--- src/design/erp_pkg.sv ---
// ----------------------------------------------------------------------------
// erp_pkg: shared constants for the euclidean rhythm pattern generator
// Field widths of the request and response channels, the step limit and the internal widths derived from them.
// ----------------------------------------------------------------------------
`default_nettype none

package erp_pkg;

   // largest step count a pattern may use (2..64)
   localparam int MAX_STEPS = 64;

   // channel field widths
   localparam int LEN_W     = 7;
   localparam int ROT_W     = 16;
   localparam int PATTERN_W = 64;

   // step position inside a pattern
   localparam int POS_W = $clog2(MAX_STEPS);

   // shared add/compare unit works one bit wider than a step count
   localparam int SUM_W = LEN_W + 1;

   // sequencer counter: must hold the rotation bit index and a step count
   localparam int CNT_W = (LEN_W > $clog2(ROT_W)) ? LEN_W : $clog2(ROT_W);

endpackage : erp_pkg

`default_nettype wire

--- src/design/erp_req_if.sv ---
// ----------------------------------------------------------------------------
// erp_req_if: request channel of the rhythm pattern generator
// Valid/ready channel carrying step count, pulse count and rotation.
// ----------------------------------------------------------------------------
`default_nettype none

interface erp_req_if import erp_pkg::*; ();

   logic                    valid;
   logic                    ready;
   logic [LEN_W-1:0]        step_count;
   logic [LEN_W-1:0]        pulse_count;
   logic signed [ROT_W-1:0] rotation_offset;

   modport source (output valid, output step_count, output pulse_count,
                   output rotation_offset, input ready);
   modport sink   (input valid, input step_count, input pulse_count,
                   input rotation_offset, output ready);

endinterface : erp_req_if

`default_nettype wire

--- src/design/erp_rsp_if.sv ---
// ----------------------------------------------------------------------------
// erp_rsp_if: response channel of the rhythm pattern generator
// Valid/ready channel carrying the pattern word and its length.
// ----------------------------------------------------------------------------
`default_nettype none

interface erp_rsp_if import erp_pkg::*; ();

   logic                 valid;
   logic                 ready;
   logic [PATTERN_W-1:0] pattern_bits;
   logic [LEN_W-1:0]     pattern_length;

   modport source (output valid, output pattern_bits, output pattern_length,
                   input ready);
   modport sink   (input valid, input pattern_bits, input pattern_length,
                   output ready);

endinterface : erp_rsp_if

`default_nettype wire

--- src/design/euclidean_rhythm_pattern.sv ---
// ----------------------------------------------------------------------------
// euclidean_rhythm_pattern: Bresenham-style euclidean rhythm generator
//
// Usage:
//   req_if (sink) takes one request per transfer: step_count, pulse_count
//   and a signed rotation_offset. Steps saturate to 1..MAX_STEPS, pulses
//   to 0..steps. rsp_if (source) returns one transfer per request with the
//   64-bit pattern (bit j = step j, bits at or above the length are zero)
//   and the step count in use.
//   Operation, with n the saturated step count: the rotation is reduced
//   modulo n one bit per cycle, the accumulator then runs over the n
//   steps one step per cycle, and the pattern then moves into the output
//   register. A new request is taken only once the pattern has moved to
//   the output register. The remainder and the accumulator share the
//   single add/compare unit, so they run one after the other.
//   req_if.ready is high only while the sequencer is idle. A finished
//   response waits in the output register, and the next request is taken
//   meanwhile; if the receiver still stalls when the following pattern is
//   done, the sequencer holds that pattern until the register frees up.
//   Reset (synchronous) returns the sequencer to idle and drops any
//   pending response.
// ----------------------------------------------------------------------------
`default_nettype none

module euclidean_rhythm_pattern import erp_pkg::*; (
   input  wire logic clock,
   input  wire logic reset,
   erp_req_if.sink   req_if,
   erp_rsp_if.source rsp_if
);

   typedef enum logic [3:0] {
      ST_IDLE = 4'b0001,
      ST_MOD  = 4'b0010,
      ST_RUN  = 4'b0100,
      ST_HOLD = 4'b1000
   } state_type;

   state_type            state_ff, state_in;
   logic [LEN_W-1:0]     n_ff, n_in;
   logic [LEN_W-1:0]     k_ff, k_in;
   logic [POS_W-1:0]     rem_ff, rem_in;
   logic [POS_W-1:0]     pos_ff, pos_in;
   logic [ROT_W-1:0]     mag_ff, mag_in;
   logic                 neg_ff, neg_in;
   logic [CNT_W-1:0]     cnt_ff, cnt_in;
   logic [PATTERN_W-1:0] bits_ff, bits_in;
   logic                 rsp_valid_ff, rsp_valid_in;
   logic [PATTERN_W-1:0] rsp_bits_ff, rsp_bits_in;
   logic [LEN_W-1:0]     rsp_len_ff, rsp_len_in;

   logic                 req_take;
   logic [LEN_W-1:0]     n_sat;
   logic [LEN_W-1:0]     k_sat;
   logic [SUM_W-1:0]     unit_a;
   logic [SUM_W-1:0]     unit_diff;
   logic                 unit_ge;
   logic [SUM_W-1:0]     unit_res;
   logic [LEN_W-1:0]     rot_neg;
   logic                 pos_wrap;

   assign req_if.ready = (state_ff == ST_IDLE);
   assign req_take     = req_if.valid && req_if.ready;

   assign rsp_if.valid          = rsp_valid_ff;
   assign rsp_if.pattern_bits   = rsp_bits_ff;
   assign rsp_if.pattern_length = rsp_len_ff;

   // saturate the requested counts
   always_comb begin
      if (req_if.step_count == '0) begin
         n_sat = LEN_W'(1);
      end else if (req_if.step_count > LEN_W'(MAX_STEPS)) begin
         n_sat = LEN_W'(MAX_STEPS);
      end else begin
         n_sat = req_if.step_count;
      end
      k_sat = (req_if.pulse_count > n_sat) ? n_sat : req_if.pulse_count;
   end

   // shared add/compare unit: remainder bit step or accumulator step
   always_comb begin
      if (state_ff == ST_MOD) begin
         unit_a = SUM_W'({rem_ff, mag_ff[ROT_W-1]});
      end else begin
         unit_a = SUM_W'(rem_ff) + SUM_W'(k_ff);
      end
      unit_diff = unit_a - SUM_W'(n_ff);
      unit_ge   = !unit_diff[SUM_W-1];
      unit_res  = unit_ge ? unit_diff : unit_a;
   end

   // negative rotation maps to n minus its magnitude remainder
   assign rot_neg  = n_ff - LEN_W'(unit_res);
   assign pos_wrap = (LEN_W'(pos_ff) == n_ff - LEN_W'(1));

   // sequencer
   always_comb begin
      state_in     = state_ff;
      n_in         = n_ff;
      k_in         = k_ff;
      rem_in       = rem_ff;
      pos_in       = pos_ff;
      mag_in       = mag_ff;
      neg_in       = neg_ff;
      cnt_in       = cnt_ff;
      bits_in      = bits_ff;
      rsp_valid_in = rsp_valid_ff && !rsp_if.ready;
      rsp_bits_in  = rsp_bits_ff;
      rsp_len_in   = rsp_len_ff;

      unique case (state_ff)
         ST_IDLE: begin
            // latch the request and start the remainder
            if (req_take) begin
               n_in     = n_sat;
               k_in     = k_sat;
               neg_in   = req_if.rotation_offset[ROT_W-1];
               mag_in   = req_if.rotation_offset[ROT_W-1] ?
                          ROT_W'(-req_if.rotation_offset) :
                          ROT_W'(req_if.rotation_offset);
               rem_in   = '0;
               pos_in   = '0;
               bits_in  = '0;
               cnt_in   = CNT_W'(ROT_W - 1);
               state_in = ST_MOD;
            end
         end
         ST_MOD: begin
            // one rotation bit per cycle into the remainder
            rem_in = unit_res[POS_W-1:0];
            mag_in = {mag_ff[ROT_W-2:0], 1'b0};
            cnt_in = cnt_ff - CNT_W'(1);
            if (cnt_ff == '0) begin
               if (neg_ff && (unit_res != '0)) begin
                  pos_in = rot_neg[POS_W-1:0];
               end else begin
                  pos_in = unit_res[POS_W-1:0];
               end
               rem_in   = '0;
               cnt_in   = CNT_W'(n_ff - LEN_W'(1));
               state_in = ST_RUN;
            end
         end
         ST_RUN: begin
            // advance the accumulator one step, mark hits at rotated position
            rem_in = unit_res[POS_W-1:0];
            if (unit_ge) begin
               bits_in[pos_ff] = 1'b1;
            end
            pos_in = pos_wrap ? '0 : pos_ff + POS_W'(1);
            cnt_in = cnt_ff - CNT_W'(1);
            if (cnt_ff == '0) begin
               state_in = ST_HOLD;
            end
         end
         ST_HOLD: begin
            // hand off once the output register is free
            if (!rsp_valid_ff || rsp_if.ready) begin
               rsp_valid_in = 1'b1;
               rsp_bits_in  = bits_ff;
               rsp_len_in   = n_ff;
               state_in     = ST_IDLE;
            end
         end
         default: begin
            state_in = ST_IDLE;
         end
      endcase
   end

   // control registers
   always_ff @(posedge clock) begin
      if (reset) begin
         state_ff     <= ST_IDLE;
         rsp_valid_ff <= 1'b0;
      end else begin
         state_ff     <= state_in;
         rsp_valid_ff <= rsp_valid_in;
      end
   end

   // datapath registers
   always_ff @(posedge clock) begin
      n_ff        <= n_in;
      k_ff        <= k_in;
      rem_ff      <= rem_in;
      pos_ff      <= pos_in;
      mag_ff      <= mag_in;
      neg_ff      <= neg_in;
      cnt_ff      <= cnt_in;
      bits_ff     <= bits_in;
      rsp_bits_ff <= rsp_bits_in;
      rsp_len_ff  <= rsp_len_in;
   end

   // accumulator stays below the step count while stepping
   assert property (@(posedge clock) disable iff (reset)
      (state_ff == ST_RUN) |-> (LEN_W'(rem_ff) < n_ff))
      else $error("accumulator out of range");

   // rotated position stays inside the pattern
   assert property (@(posedge clock) disable iff (reset)
      (state_ff == ST_RUN) |-> (LEN_W'(pos_ff) < n_ff))
      else $error("step position out of range");

   // a request starts the remainder with a cleared pattern
   assert property (@(posedge clock) disable iff (reset)
      req_take |=> (state_ff == ST_MOD) && (bits_ff == '0) && (rem_ff == '0))
      else $error("request did not start cleanly");

   // a loaded response never exceeds its length or the step limit
   assert property (@(posedge clock) disable iff (reset)
      rsp_valid_ff |-> (rsp_len_ff != '0) && (rsp_len_ff <= LEN_W'(MAX_STEPS))
                       && ((rsp_bits_ff >> rsp_len_ff) == '0))
      else $error("response length or pattern out of range");

   // a stalled response is not overwritten
   assert property (@(posedge clock) disable iff (reset)
      (rsp_valid_ff && !rsp_if.ready) |=> rsp_valid_ff && $stable(rsp_bits_ff))
      else $error("pending response overwritten");

endmodule : euclidean_rhythm_pattern

`default_nettype wire
--- src/flat_wrapper.sv ---
// flat-port wrapper written by rule: the top's interface ports become plain ports
module euclidean_rhythm_pattern_flat import erp_pkg::*;
  (clock, reset, req_if_valid, req_if_step_count, req_if_pulse_count, req_if_rotation_offset, req_if_ready, rsp_if_valid, rsp_if_pattern_bits, rsp_if_pattern_length, rsp_if_ready);
  erp_req_if req_if_i ();
  erp_rsp_if rsp_if_i ();
  input  wire logic clock;
  input  wire logic reset;
  input wire logic [$bits(req_if_i.valid)-1:0] req_if_valid;
  input wire logic [$bits(req_if_i.step_count)-1:0] req_if_step_count;
  input wire logic [$bits(req_if_i.pulse_count)-1:0] req_if_pulse_count;
  input wire logic [$bits(req_if_i.rotation_offset)-1:0] req_if_rotation_offset;
  output wire logic [$bits(req_if_i.ready)-1:0] req_if_ready;
  output wire logic [$bits(rsp_if_i.valid)-1:0] rsp_if_valid;
  output wire logic [$bits(rsp_if_i.pattern_bits)-1:0] rsp_if_pattern_bits;
  output wire logic [$bits(rsp_if_i.pattern_length)-1:0] rsp_if_pattern_length;
  input wire logic [$bits(rsp_if_i.ready)-1:0] rsp_if_ready;
  assign req_if_i.valid = req_if_valid;
  assign req_if_i.step_count = req_if_step_count;
  assign req_if_i.pulse_count = req_if_pulse_count;
  assign req_if_i.rotation_offset = req_if_rotation_offset;
  assign req_if_ready = req_if_i.ready;
  assign rsp_if_valid = rsp_if_i.valid;
  assign rsp_if_pattern_bits = rsp_if_i.pattern_bits;
  assign rsp_if_pattern_length = rsp_if_i.pattern_length;
  assign rsp_if_i.ready = rsp_if_ready;
  euclidean_rhythm_pattern u_core (.clock(clock), .reset(reset), .req_if(req_if_i), .rsp_if(rsp_if_i));
endmodule
--- config.mk ---
export PLATFORM = sky130hd
export DESIGN_NAME = euclidean_rhythm_pattern_flat
export DESIGN_NICKNAME = d
export VERILOG_FILES = /design/src/design/erp_pkg.sv /design/src/design/erp_req_if.sv /design/src/design/erp_rsp_if.sv /design/src/design/euclidean_rhythm_pattern.sv /design/src/flat_wrapper.sv
export SDC_FILE = /design/constraint.sdc
export NUM_CORES = 1
export LEC_CHECK = 0
export BUFFER_PORTS_ARGS = -buffer_cell sky130_fd_sc_hd__buf_2
export CORE_AREA = 4 4 147 149
export CTS_CLUSTER_DIAMETER = 100
export DETAILED_ROUTE_END_ITERATION = 10
export DIE_AREA = 0 0 151 153
export GPL_TIMING_DRIVEN = 0
export RECOVER_POWER = 100
export SKIP_CTS_REPAIR_TIMING = 1
export SYNTH_ARGS = -nofsm -noshare
export SYNTH_HDL_FRONTEND = slang
export SYNTH_SLANG_ARGS = --single-unit
--- constraint.sdc ---
create_clock -name clock -period 5.8 [get_ports clock]
set_clock_uncertainty 0.15 [all_clocks]
set_input_delay 0.87 -clock clock [delete_from_list [all_inputs] [get_ports clock]]
set_output_delay 0.87 -clock clock [all_outputs]
set_load 0.02 [all_outputs]
==> results of run 1 <==
-- critical path, cell delays in order, from the launching register on --
cell,delay [ns]
sky130_fd_sc_hd__edfxtp_1,0.43
sky130_fd_sc_hd__ha_1,0.20
sky130_fd_sc_hd__inv_1,0.06
sky130_fd_sc_hd__fa_1,0.39
sky130_fd_sc_hd__nand2b_1,0.18
sky130_fd_sc_hd__a21oi_2,0.17
sky130_fd_sc_hd__xor2_1,0.08
sky130_fd_sc_hd__mux2i_1,0.24
sky130_fd_sc_hd__inv_1,0.08
sky130_fd_sc_hd__ha_1,0.23
sky130_fd_sc_hd__or2_2,0.30
sky130_fd_sc_hd__o22ai_1,0.18
sky130_fd_sc_hd__nor2b_1,0.07
sky130_fd_sc_hd__o21ai_0,0.16
sky130_fd_sc_hd__nand2b_1,0.11
sky130_fd_sc_hd__ha_4,0.34
sky130_fd_sc_hd__clkbuf_4,0.21
sky130_fd_sc_hd__nand3_1,0.09
sky130_fd_sc_hd__o21ai_0,0.15
sky130_fd_sc_hd__inv_1,0.12
sky130_fd_sc_hd__ha_1,0.34
sky130_fd_sc_hd__nor2b_1,0.15
sky130_fd_sc_hd__and4_4,0.20
sky130_fd_sc_hd__a2111oi_4,0.33
sky130_fd_sc_hd__a21o_1,0.16
sky130_fd_sc_hd__nand3_1,0.06
-- final cells by class --
class / count / area (um2) / share of cell area
buffer: 30 / 122.6 / 0.01167
clock buffer: 17 / 425.4 / 0.04050
clock inverter: 15 / 219.0 / 0.02085
inverter: 34 / 127.6 / 0.01215
multi-input combinational: 498 / 3157 / 0.3005
sequential: 190 / 5655 / 0.5384
tap: 270 / 337.8 / 0.03216
timing repair buffer: 110 / 459.2 / 0.04372
-- cell usage in the layout (no fill, tap or decap), drive strengths merged, types with 3 or more instances in the layout --
cell type  count
xor2          21
clkbuf       119
a211o          4
nor2         102
o221ai         4
edfxtp       185
nor3          11
ha            28
nor2b         10
a21o           3
o31ai          7
and3b          5
nand3b         3
a211oi         4
nand2b        10
nor3b          8
a21oi         81
dfxtp          5
nand2         53
nand3         12
mux2           9
mux2i          6
a31oi          4
buf           38
o21ai         33
and3           5
clkinv         3
nand4          4
nor4b          4
o22ai          4
o21a           7
or2            3
inv           45
or3            6
or3b           3
xnor2         19
-- metal layers --
metal / vias up / GRT usage / share of wire
met3: 23 / 0.03109 / 0.052
met5: - / 0 / 0.00036
met4: 2 / 0.05397 / 0.014
met2: 150 / 0.2720 / 0.47
li1: 3021 / - / -
met1: 2840 / 0.2315 / 0.46
-- worst paths after layout --
| kind | cells after the start | to | slack [ns] |
|---|---|---|---|
| worst max-delay path | 25 | u_core.pos_ff[5]$_DFFE_PP_ | 0.35 |
| worst min-delay path | 0 | u_core.rsp_if.pattern_bits[11]$_DFFE_PP_ | 0.30 |
| worst max register to register | 25 | u_core.pos_ff[5]$_DFFE_PP_ | 0.35 |
| worst min register to register | 0 | u_core.rsp_if.pattern_bits[11]$_DFFE_PP_ | 0.30 |
-- cells by family (layout without fill, tap and decap cells) --
group                    Yosys count  count (layout)
adder cells (fa/ha/maj)           31              31
flip-flops                       190             190
AND/OR/NAND/NOR                  247             247
AO/OA/AOI/OAI                    165             165
multiplexers                      15              15
buffers and inverters             65             206
XOR/XNOR                          40              40
-- through the flow --
| step | hold slack (ns) | total power, mW | TNS [ns] | area [um2] |
|---|---|---|---|---|
| final | 0.3003 | 3.806 | 0 | 10500 |
| after detailed placement | 0.2844 | 2.545 | -0.2942 | 9952 |
| after CTS | 0.3033 | 3.796 | -0.4062 | 10600 |
| after floorplan | 0.2744 | 2.321 | 0 | 9019 |
| after global placement | 0.2801 | 2.537 | -92.32 | 9887 |
| after global routing | 0.3173 | 4.003 | 0 | 10500 |
-- synthesized netlist by cell type, types with 5 or more instances --
| cell type | instances |
|---|---|
| sky130_fd_sc_hd__mux2_2 | 8 |
| sky130_fd_sc_hd__and3_1 | 5 |
| sky130_fd_sc_hd__nand3_1 | 12 |
| sky130_fd_sc_hd__ha_1 | 28 |
| sky130_fd_sc_hd__nand2_1 | 53 |
| sky130_fd_sc_hd__buf_1 | 7 |
| sky130_fd_sc_hd__xnor2_1 | 19 |
| sky130_fd_sc_hd__a21oi_1 | 81 |
| sky130_fd_sc_hd__mux2i_1 | 6 |
| sky130_fd_sc_hd__dfxtp_1 | 5 |
| sky130_fd_sc_hd__and3b_1 | 5 |
| sky130_fd_sc_hd__xor2_1 | 21 |
| sky130_fd_sc_hd__clkbuf_1 | 22 |
| sky130_fd_sc_hd__nor3b_1 | 8 |
| sky130_fd_sc_hd__nor3_1 | 11 |
| sky130_fd_sc_hd__or3_1 | 6 |
| sky130_fd_sc_hd__o21a_1 | 7 |
| sky130_fd_sc_hd__o31ai_1 | 6 |
| sky130_fd_sc_hd__inv_1 | 34 |
| sky130_fd_sc_hd__nor2_1 | 102 |
| sky130_fd_sc_hd__o21ai_0 | 33 |
| sky130_fd_sc_hd__nand2b_1 | 10 |
| sky130_fd_sc_hd__nor2b_1 | 10 |
| sky130_fd_sc_hd__edfxtp_1 | 185 |
-- sequential cells by signal, summed over array words and instances (netlist names) --
name	cells
u_core.bits_ff	64
u_core.cnt_ff	7
u_core.k_ff	7
u_core.mag_ff	16
u_core.n_ff	7
u_core.neg_ff	1
u_core.pos_ff	6
u_core.rem_ff	6
u_core.rsp_if.pattern_bits	64
u_core.rsp_if.pattern_length	7
u_core.rsp_if.valid	1
u_core.state_ff	4
-- where the power goes --
| part | internal, mW | leakage (nW) | total, mW | switching (mW) |
|---|---|---|---|---|
| clock | 0.644 | 0.314 | 1.25 | 0.610 |
| sequential | 1.60 | 1.79 | 1.65 | 0.0454 |
| combinational | 0.357 | 1.63 | 0.904 | 0.547 |
| total | 2.60 | 3.73 | 3.81 | 1.20 |
==> metrics.log, run 1 <==
[metrics] Clock transition at path regs: 0.08 ns
[metrics] adder-cell share of the synthesized area: 0.04453
[metrics] number of warnings printed during yosys synthesis: 0
[metrics] Filler cells: 1902
[metrics] reg-to-reg startpoint: u_core.rem_ff[0]$_DFFE_PP_
[metrics] endpoint arrival time on the critical path: about 5.5 ns
[metrics] unrepaired setup endpoints after global routing: false
[metrics] library cells used by synthesis: 60
[metrics] area fraction in compound gates after synthesis: 0.1100
[metrics] crit path launch: u_core.rem_ff[0]$_DFFE_PP_
[metrics] number of violations reported at the end of detailed-routing iteration 0: 408
[metrics] I/O pins: 107
[metrics] post-layout minimum cycle time: 5.453 ns
[metrics] Worst-Margin Slew: 1.748 ns
[metrics] area of the die: 0.02310 mm2
[metrics] ratio of cells with drive above 1 in the final layout: 0.1085
[metrics] Max Root-Sink Buffers: 2
[metrics] Crit Path Max Fanout: 10
[metrics] highest clock frequency the design can meet: around 180 MHz
[metrics] Post-Synth Simple-Gate Area: 0.1336
[metrics] total core area: between 0.02 and 0.025 mm2
[metrics] number of synthesized flops with an enable pin: 185
[metrics] Final Setup Violations: 0
[metrics] GRT overflow: 0
[metrics] vias per inst: 5.186
[metrics] data required time at the worst endpoint: 5.84 ns
[metrics] failing checks: capacitance limit, slew limit
[metrics] Synth area leaders: sky130_fd_sc_hd__edfxtp_1, sky130_fd_sc_hd__a21oi_1, sky130_fd_sc_hd__nor2_1
[metrics] Antenna Violating Nets Remaining: 0
[metrics] source-to-sink clock delay at the later pin of the worst-skew pair: 0.44 ns
[metrics] Antenna Diode Count: 0
[metrics] xor/xnor share of the synthesized area: 0.03885
[metrics] leakage power summed over all cells: roughly 3.7 nW
[metrics] cell taking the most area after synthesis: sky130_fd_sc_hd__edfxtp_1
[metrics] Worst Hold Class: flip-flop to flip-flop
[metrics] Placer Congestion: 0.8803
[metrics] Mapped Nets: between 800 and 900
[metrics] Overall Global Routing Usage: 0.1687
[metrics] starting density of the core: 0.4471
[metrics] mux share of post-synthesis cell area: 0.01831
[metrics] final cell utilization of the core: 0.5208
[metrics] launch instance of the worst min-delay path: u_core.bits_ff[11]$_SDFFCE_PN0P_
[metrics] Post-synth top flop: sky130_fd_sc_hd__edfxtp_1
[metrics] number of hold violations in the final report: 0
[metrics] length of the first detailed-routing pass in iterations: 5
[metrics] largest family of logic cells by synthesized area: simple AND/OR/NAND/NOR gates
[metrics] Peak supply drop: 0.2364 mV
[metrics] Yosys top cell area share: 0.6160
[metrics] die width: 151 um
[metrics] syn_area_per_cell: 11.98 um2
[metrics] CTS tree: yes
[metrics] count of state elements after synthesis: 190
[metrics] synthesized area: 0.009019 mm2
[metrics] sum of net half-perimeters after detailed placement: 13660 um
[metrics] critical path endpoint category: flip-flop
[metrics] power per cell area: ~360 mW/mm2
[metrics] Worst Setup Start Kind: flip-flop
[metrics] standard-cell row count: 52
[metrics] post-synthesis cell count: 753
[metrics] routed len/inst: 16.57 um
[metrics] count of max-cap constraint violations: 2
[metrics] number of max-slew violations in the final report: just under 70
[metrics] final routed DRC violation total: 0
[metrics] H-Tree Level Count: 4
[metrics] number of global-route vias before repair: roughly 5700
[metrics] routed wire length: 19290 um
[metrics] number of antenna violations at the first check in global routing: 1
[metrics] status: finished, violations left
[metrics] global-route wire length before repair: 30530 um
[metrics] fin cells: 1164
[metrics] tightest slew margin relative to the limit: -0.1656
[metrics] quantity of I/O buffers inserted on ports: 106
[metrics] Post-Place Setup Slack: -0.2564 ns
[metrics] fraction of the yosys area taken by sequential cells: 0.6271
[metrics] area growth from synthesis to final layout: 16.47%
[metrics] nets: 945
[metrics] die height: ~150 um
[metrics] total vias in the final route: 6036
[metrics] final worst-path setup slack: approximately 0.35 ns
[metrics] DP Cell Count: around 1100
[metrics] clock buffers created by TritonCTS: 17
[metrics] TritonCTS sink count: 190
[metrics] crit share post-route: 0.9401
[metrics] path type of the worst setup path: flip-flop to flip-flop
[metrics] largest net degree at the start of global routing: 65
[metrics] FFs w/ async S/R, synth: 0
[metrics] cell chosen for the clock root: sky130_fd_sc_hd__clkbuf_16
No activity file was read; power rests on OpenSTA's default activity.
==> run 2, diff against run 1 <==
--- a/config.mk
+++ b/config.mk
@@ -12,6 +12,7 @@
 export DIE_AREA = 0 0 151 153
 export GPL_TIMING_DRIVEN = 0
 export RECOVER_POWER = 100
+export REMOVE_ABC_BUFFERS = 1
 export SKIP_CTS_REPAIR_TIMING = 1
 export SYNTH_ARGS = -nofsm -noshare
 export SYNTH_HDL_FRONTEND = slang
==> run 2 against run 1 <==
The run still ends with capacitance limit, slew limit left. Flip-flop and latch count unchanged. Largest power group unchanged. Critical path depth up 2. Fmax up 2.3%. Final cell count is 1.8% lower.
==> metrics.log, run 2 (synthesis gave the netlist of run 1 again) <==
[metrics] TritonCTS sink count: 190 (unchanged)
[metrics] total vias in the final route: 6056 (was 6036)
[metrics] final cell utilization of the core: 0.5139 (was 0.5208)
[metrics] GRT overflow: 0 (unchanged)
[metrics] die height: 153 um (unchanged)
[metrics] area growth from synthesis to final layout: 14.93% (was 16.47%)
[metrics] H-Tree Level Count: 4 (unchanged)
[metrics] number of antenna violations at the first check in global routing: 0 (was 1)
[metrics] CTS tree: yes (unchanged)
[metrics] number of max-slew violations in the final report: 73 (was 68)
[metrics] count of max-cap constraint violations: 2 (unchanged)
[metrics] I/O pins: 107 (unchanged)
[metrics] final total negative setup slack: 0 ns (unchanged)
[metrics] final hold slack: 0.2994 ns (was 0.3003 ns)
[metrics] standard-cell row count: 52 (unchanged)
[metrics] data required time at the worst endpoint: 5.92 ns (was 5.84 ns)
[metrics] starting density of the core: 0.4471 (unchanged)
[metrics] Final Setup Violations: 0 (unchanged)
[metrics] crit share post-route: 0.9191 (was 0.9401)
[metrics] Overall Global Routing Usage: 0.1617 (was 0.1687)
[metrics] routed len/inst: 16.44 um (was 16.57 um)
[metrics] length of the first detailed-routing pass in iterations: 4 (was 5)
[metrics] highest clock frequency the design can meet: 187.6 MHz (was 183.4 MHz)
[metrics] Antenna Diode Count: 0 (unchanged)
[metrics] quantity of I/O buffers inserted on ports: 106 (unchanged)
[metrics] number of violations reported at the end of detailed-routing iteration 0: 338 (was 408)
[metrics] tightest slew margin relative to the limit: -0.2366 (was -0.1656)
[metrics] Antenna Violating Nets Remaining: 0 (unchanged)
[metrics] die width: 151 um (unchanged)
[metrics] Power Total: 3.675 mW (was 3.806 mW)
[metrics] most used cells in the layout excluding fill and tap cells: sky130_fd_sc_hd__edfxtp_1, sky130_fd_sc_hd__nor2_1, sky130_fd_sc_hd__clkbuf_1, sky130_fd_sc_hd__a21oi_1, sky130_fd_sc_hd__nand2_1 (unchanged)
[metrics] leakage power summed over all cells: 3.679 nW (was 3.735 nW)
[metrics] failing checks: capacitance limit, slew limit (unchanged)
[metrics] final routed DRC violation total: 0 (unchanged)
[metrics] vias per inst: 5.298 (was 5.186)
[metrics] Clock transition at path regs: 0.07 ns (was 0.08 ns)
[metrics] Worst Setup Start Kind: flip-flop (unchanged)
[metrics] Worst Hold Class: flip-flop to flip-flop (unchanged)
[metrics] area of the die: 0.02310 mm2 (unchanged)
[metrics] fin cells: 1143 (was 1164)
[metrics] largest net degree at the start of global routing: 42 (was 65)
[metrics] source-to-sink clock delay at the later pin of the worst-skew pair: 0.44 ns (about the same)
[metrics] Worst path top cell family by delay: adder cells (unchanged)
[metrics] DP Cell Count: 1107 (was 1131)
[metrics] status: finished, violations left (unchanged)
[metrics] number of global-route vias before repair: 5717 (was 5715)
[metrics] Placer Congestion: 0.8244 (was 0.8803)
[metrics] Worst-Margin Slew: 1.855 ns (was 1.748 ns)
[metrics] cell chosen for the clock root: sky130_fd_sc_hd__clkbuf_16 (unchanged)
[metrics] total core area: 0.02017 mm2 (unchanged)
[metrics] ratio of cells with drive above 1 in the final layout: 0.1088 (was 0.1085)
[metrics] unrepaired setup endpoints after global routing: false (unchanged)
[metrics] most common library cell in the layout ignoring fill and taps: sky130_fd_sc_hd__edfxtp_1 (unchanged)
[metrics] number of hold violations in the final report: 0 (unchanged)
[metrics] CP bufs+invs: 3 (was 4)
[metrics] post-layout minimum cycle time: 5.331 ns (was 5.453 ns)
[metrics] endpoint arrival time on the critical path: 5.45 ns (was 5.49 ns)
[metrics] Crit Path Max Fanout: 14 (was 10)
[metrics] sum of net half-perimeters after detailed placement: 13700 um (was 13660 um)
[metrics] path type of the worst setup path: flip-flop to flip-flop (unchanged)
[metrics] clock buffers created by TritonCTS: 17 (unchanged)
[metrics] Max Root-Sink Buffers: 2 (unchanged)
[metrics] highest cell delay on the worst timing path: 0.40 ns (was 0.43 ns)
[metrics] critical path endpoint category: flip-flop (unchanged)
[metrics] nets: 924 (was 945)
[metrics] power per cell area: 354.5 mW/mm2 (was 362.4 mW/mm2)
[metrics] Peak supply drop: 0.2227 mV (was 0.2364 mV)
[metrics] global-route wire length before repair: 29490 um (was 30530 um)
[metrics] routed wire length: 18790 um (was 19290 um)
[metrics] slowest CP cell: sky130_fd_sc_hd__fa_1 (was sky130_fd_sc_hd__edfxtp_1)
==> run 2: where the power goes <==
| group | internal [mW] | leakage, nW | switching, mW |
|---|---|---|---|
| clock network | 0.573 | 0.279 | 0.543 |
| registers | 1.60 | 1.79 | 0.0638 |
| logic | 0.360 | 1.61 | 0.530 |
| total | 2.54 | 3.68 | 1.14 |
==> run 2: worst paths after layout <==
kind / slack (ns) / endpoint / cells past startpoint / start
setup / recovery: 0.47 / u_core.pos_ff[4]$_DFFE_PP_ / 27 / u_core.k_ff[0]$_DFFE_PP_
hold / removal: 0.30 / u_core.rsp_if.pattern_bits[36]$_DFFE_PP_ / 0 / u_core.bits_ff[36]$_SDFFCE_PN0P_
setup reg to reg: 0.47 / u_core.pos_ff[4]$_DFFE_PP_ / 27 / u_core.k_ff[0]$_DFFE_PP_
hold reg to reg: 0.30 / u_core.rsp_if.pattern_bits[36]$_DFFE_PP_ / 0 / u_core.bits_ff[36]$_SDFFCE_PN0P_
==> run 2: final cells by class <==
type	count	area (um2)
Tap cell	270	337.8
Multi-Input combinational cell	498	3149
Inverter	34	127.6
Fill cell	1832	9804
Clock inverter	14	142.6
Sequential cell	190	5655
Clock buffer	18	429.2
Timing Repair Buffer	119	523.0
==> run 2: metrics by stage <==
step / setup slack (ns) / instance area, um2
2_1_floorplan: 0.5856 / 8897
3_5_place_dp: -0.1635 / 9938
5_1_grt: 0.04730 / 10360
6_report: 0.4691 / 10360
4_1_cts: -0.2029 / 10510
3_3_place_gp: -0.7657 / 9766
==> run 2: layer usage <==
metal	wire length [um]	GRT usage	part of all wire	up-vias
met5	0	0	0	-
met4	392	0.05527	0.021	0
met3	852	0.03050	0.045	33
met2	9041	0.2667	0.48	163
met1	8505	0.2146	0.45	2877
li1	-	-	-	2983
==> run 3, diff against run 2 <==
==> constraint.sdc (replaced) <==
create_clock -name clock -period 5.2 [get_ports clock]
set_clock_uncertainty 0.15 [all_clocks]
set_input_delay 0.78 -clock clock [delete_from_list [all_inputs] [get_ports clock]]
set_output_delay 0.78 -clock clock [all_outputs]
set_load 0.02 [all_outputs]
==> run 3 against run 2 <==
The flow still finishes with violations (capacitance limit, slew limit). Worst setup slack worse by 0.31 ns. Final area up 2.2%. Non-clock buffer count up 12. Hold slack better by 0.0023 ns. Critical path depth down 4. Sequential power up 11%. Die area unchanged. Power up 17%. Register-to-register slack worse by 0.31 ns. Highest routed layer unchanged.
==> metrics.log, run 3 (synthesis gave the netlist of run 1 again) <==
[metrics] number of global-route vias before repair: 5717 (unchanged)
[metrics] final hold slack: 0.3018 ns (was 0.2994 ns)
[metrics] most used cells in the layout excluding fill and tap cells: sky130_fd_sc_hd__edfxtp_1, sky130_fd_sc_hd__nor2_1, sky130_fd_sc_hd__clkbuf_1, sky130_fd_sc_hd__a21oi_1, sky130_fd_sc_hd__nand2_1 (unchanged)
[metrics] H-Tree Level Count: 4 (unchanged)
[metrics] status: finished, violations left (unchanged)
[metrics] die height: 153 um (unchanged)
[metrics] largest net degree at the start of global routing: 42 (unchanged)
[metrics] Clock transition at path regs: 0.07 ns (about the same)
[metrics] clock buffers created by TritonCTS: 17 (unchanged)
[metrics] nets: 936 (was 924)
[metrics] Max Root-Sink Buffers: 2 (unchanged)
[metrics] Worst Setup Start Kind: flip-flop (unchanged)
[metrics] sum of net half-perimeters after detailed placement: 13700 um (unchanged)
[metrics] DP Cell Count: 1107 (unchanged)
[metrics] post-layout minimum cycle time: 5.039 ns (was 5.331 ns)
[metrics] final total negative setup slack: 0 ns (unchanged)
[metrics] GRT overflow: 0 (unchanged)
[metrics] most common library cell in the layout ignoring fill and taps: sky130_fd_sc_hd__edfxtp_1 (unchanged)
[metrics] routed len/inst: 16.57 um (was 16.44 um)
[metrics] total non-filler cell area in the finished layout: 0.01060 mm2 (was 0.01036 mm2)
[metrics] area growth from synthesis to final layout: 17.49% (was 14.93%)
[metrics] critical path endpoint category: flip-flop (unchanged)
[metrics] standard-cell row count: 52 (unchanged)
[metrics] routed wire length: 19140 um (was 18790 um)
[metrics] starting density of the core: 0.4471 (unchanged)
[metrics] TritonCTS sink count: 190 (unchanged)
[metrics] leakage power summed over all cells: 3.771 nW (was 3.679 nW)
[metrics] final cell utilization of the core: 0.5254 (was 0.5139)
[metrics] Worst Hold Class: flip-flop to flip-flop (unchanged)
[metrics] number of max-slew violations in the final report: 73 (unchanged)
[metrics] final routed DRC violation total: 0 (unchanged)
[metrics] Power Total: 4.311 mW (was 3.675 mW)
[metrics] vias per inst: 5.312 (was 5.298)
[metrics] Antenna Diode Count: 0 (unchanged)
[metrics] Final Setup Violations: 0 (unchanged)
[metrics] endpoint arrival time on the critical path: 5.07 ns (was 5.45 ns)
[metrics] global-route wire length before repair: 29490 um (unchanged)
[metrics] Peak supply drop: 0.2740 mV (was 0.2227 mV)
[metrics] number of violations reported at the end of detailed-routing iteration 0: 370 (was 338)
[metrics] Overall Global Routing Usage: 0.1617 (unchanged)
[metrics] Worst-Margin Slew: 1.859 ns (was 1.855 ns)
[metrics] final worst-path setup slack: 0.1608 ns (was 0.4691 ns)
[metrics] total core area: 0.02017 mm2 (unchanged)
[metrics] Crit Path Max Fanout: 7 (was 14)
[metrics] highest clock frequency the design can meet: 198.4 MHz (was 187.6 MHz)
[metrics] tightest slew margin relative to the limit: -0.2391 (was -0.2366)
[metrics] path type of the worst setup path: flip-flop to flip-flop (unchanged)
[metrics] quantity of I/O buffers inserted on ports: 106 (unchanged)
[metrics] Antenna Violating Nets Remaining: 0 (unchanged)
[metrics] die width: 151 um (unchanged)
[metrics] fin cells: 1155 (was 1143)
[metrics] cell chosen for the clock root: sky130_fd_sc_hd__clkbuf_16 (unchanged)
[metrics] length of the first detailed-routing pass in iterations: 7 (was 4)
[metrics] Post-Place Setup Slack: -0.7635 ns (was -0.1635 ns)
[metrics] area of the die: 0.02310 mm2 (unchanged)
[metrics] power per cell area: 406.9 mW/mm2 (was 354.5 mW/mm2)
[metrics] register-to-register setup slack: 0.16 ns (was 0.47 ns)
[metrics] post-place instance area: 0.009938 mm2 (unchanged)
[metrics] Placer Congestion: 0.8244 (unchanged)
[metrics] data required time at the worst endpoint: 5.23 ns (was 5.92 ns)
[metrics] source-to-sink clock delay at the later pin of the worst-skew pair: 0.44 ns (about the same)
[metrics] failing checks: capacitance limit, slew limit (unchanged)
[metrics] ratio of cells with drive above 1 in the final layout: 0.1379 (was 0.1088)
[metrics] total vias in the final route: 6135 (was 6056)
[metrics] unrepaired setup endpoints after global routing: true (was false)
[metrics] count of max-cap constraint violations: 2 (unchanged)
[metrics] number of antenna violations at the first check in global routing: 0 (unchanged)
[metrics] crit share post-route: 0.9691 (was 0.9191)
[metrics] number of hold violations in the final report: 0 (unchanged)
[metrics] I/O pins: 107 (unchanged)
[metrics] CTS tree: yes (unchanged)
-- run 3: changes by cell type in the layout (fill, tap and decap cells not counted), moves of 4 or more --
| cell | before | now |
|---|---|---|
| sky130_fd_sc_hd__buf_4 | 2 | 15 |
| sky130_fd_sc_hd__o21ai_0 | 33 | 27 |
| sky130_fd_sc_hd__o21ai_1 | 0 | 6 |
| sky130_fd_sc_hd__ha_1 | 27 | 23 |
-- run 3: per-layer routing --
layer	share of wire	vias up	global-route usage	routed length, um
met5	0	-	0	0
met4	0.018	0	0.05527	352
met3	0.053	27	0.03050	1007
met2	0.49	190	0.2667	9324
met1	0.44	2915	0.2146	8452
li1	-	3003	-	-
-- run 3: worst max-delay path: stages, from the launching register on --
cell and delay [ns]:
sky130_fd_sc_hd__edfxtp_1 0.39, sky130_fd_sc_hd__ha_2 0.21, sky130_fd_sc_hd__inv_2 0.04, sky130_fd_sc_hd__fa_2 0.37, sky130_fd_sc_hd__nand2b_4 0.16, sky130_fd_sc_hd__a21oi_4 0.16, sky130_fd_sc_hd__xor2_1 0.09, sky130_fd_sc_hd__mux2i_1 0.25
sky130_fd_sc_hd__inv_1 0.12, sky130_fd_sc_hd__ha_4 0.19, sky130_fd_sc_hd__or2_4 0.24, sky130_fd_sc_hd__o22ai_4 0.14, sky130_fd_sc_hd__nor2b_1 0.07, sky130_fd_sc_hd__o21ai_1 0.13, sky130_fd_sc_hd__nand2b_1 0.12, sky130_fd_sc_hd__ha_4 0.30
sky130_fd_sc_hd__buf_4 0.14, sky130_fd_sc_hd__buf_4 0.14, sky130_fd_sc_hd__o21a_1 0.21, sky130_fd_sc_hd__maj3_2 0.35, sky130_fd_sc_hd__and4_4 0.20, sky130_fd_sc_hd__a2111oi_4 0.35, sky130_fd_sc_hd__a21o_1 0.17, sky130_fd_sc_hd__nand3_1 0.07
-- run 3: where the power goes --
part           internal (mW)  switching [mW]
clock                  0.640           0.607
combinational          0.535           0.670
sequential              1.79          0.0720
total                   2.96            1.35
-- run 3: cell type report --
cell class                 count  area, um2
clock buffer                  18      429.2
clock inverter                14      142.6
fill                        1809       9573
inverter                      34      127.6
multi-input combinational    498       3254
sequential                   190       5655
tap                          270      337.8
timing repair buffer         131      649.4
-- run 3: worst paths after layout --
path                                                  startpoint                                  endpoint  depth (start not counted)
worst min register to register  u_core.bits_ff[36]$_SDFFCE_PN0P_  u_core.rsp_if.pattern_bits[36]$_DFFE_PP_                          0
worst min-delay path            u_core.bits_ff[36]$_SDFFCE_PN0P_  u_core.rsp_if.pattern_bits[36]$_DFFE_PP_                          0
worst max-delay path                    u_core.k_ff[0]$_DFFE_PP_                u_core.pos_ff[5]$_DFFE_PP_                         23
worst max register to register          u_core.k_ff[0]$_DFFE_PP_                u_core.pos_ff[5]$_DFFE_PP_                         23
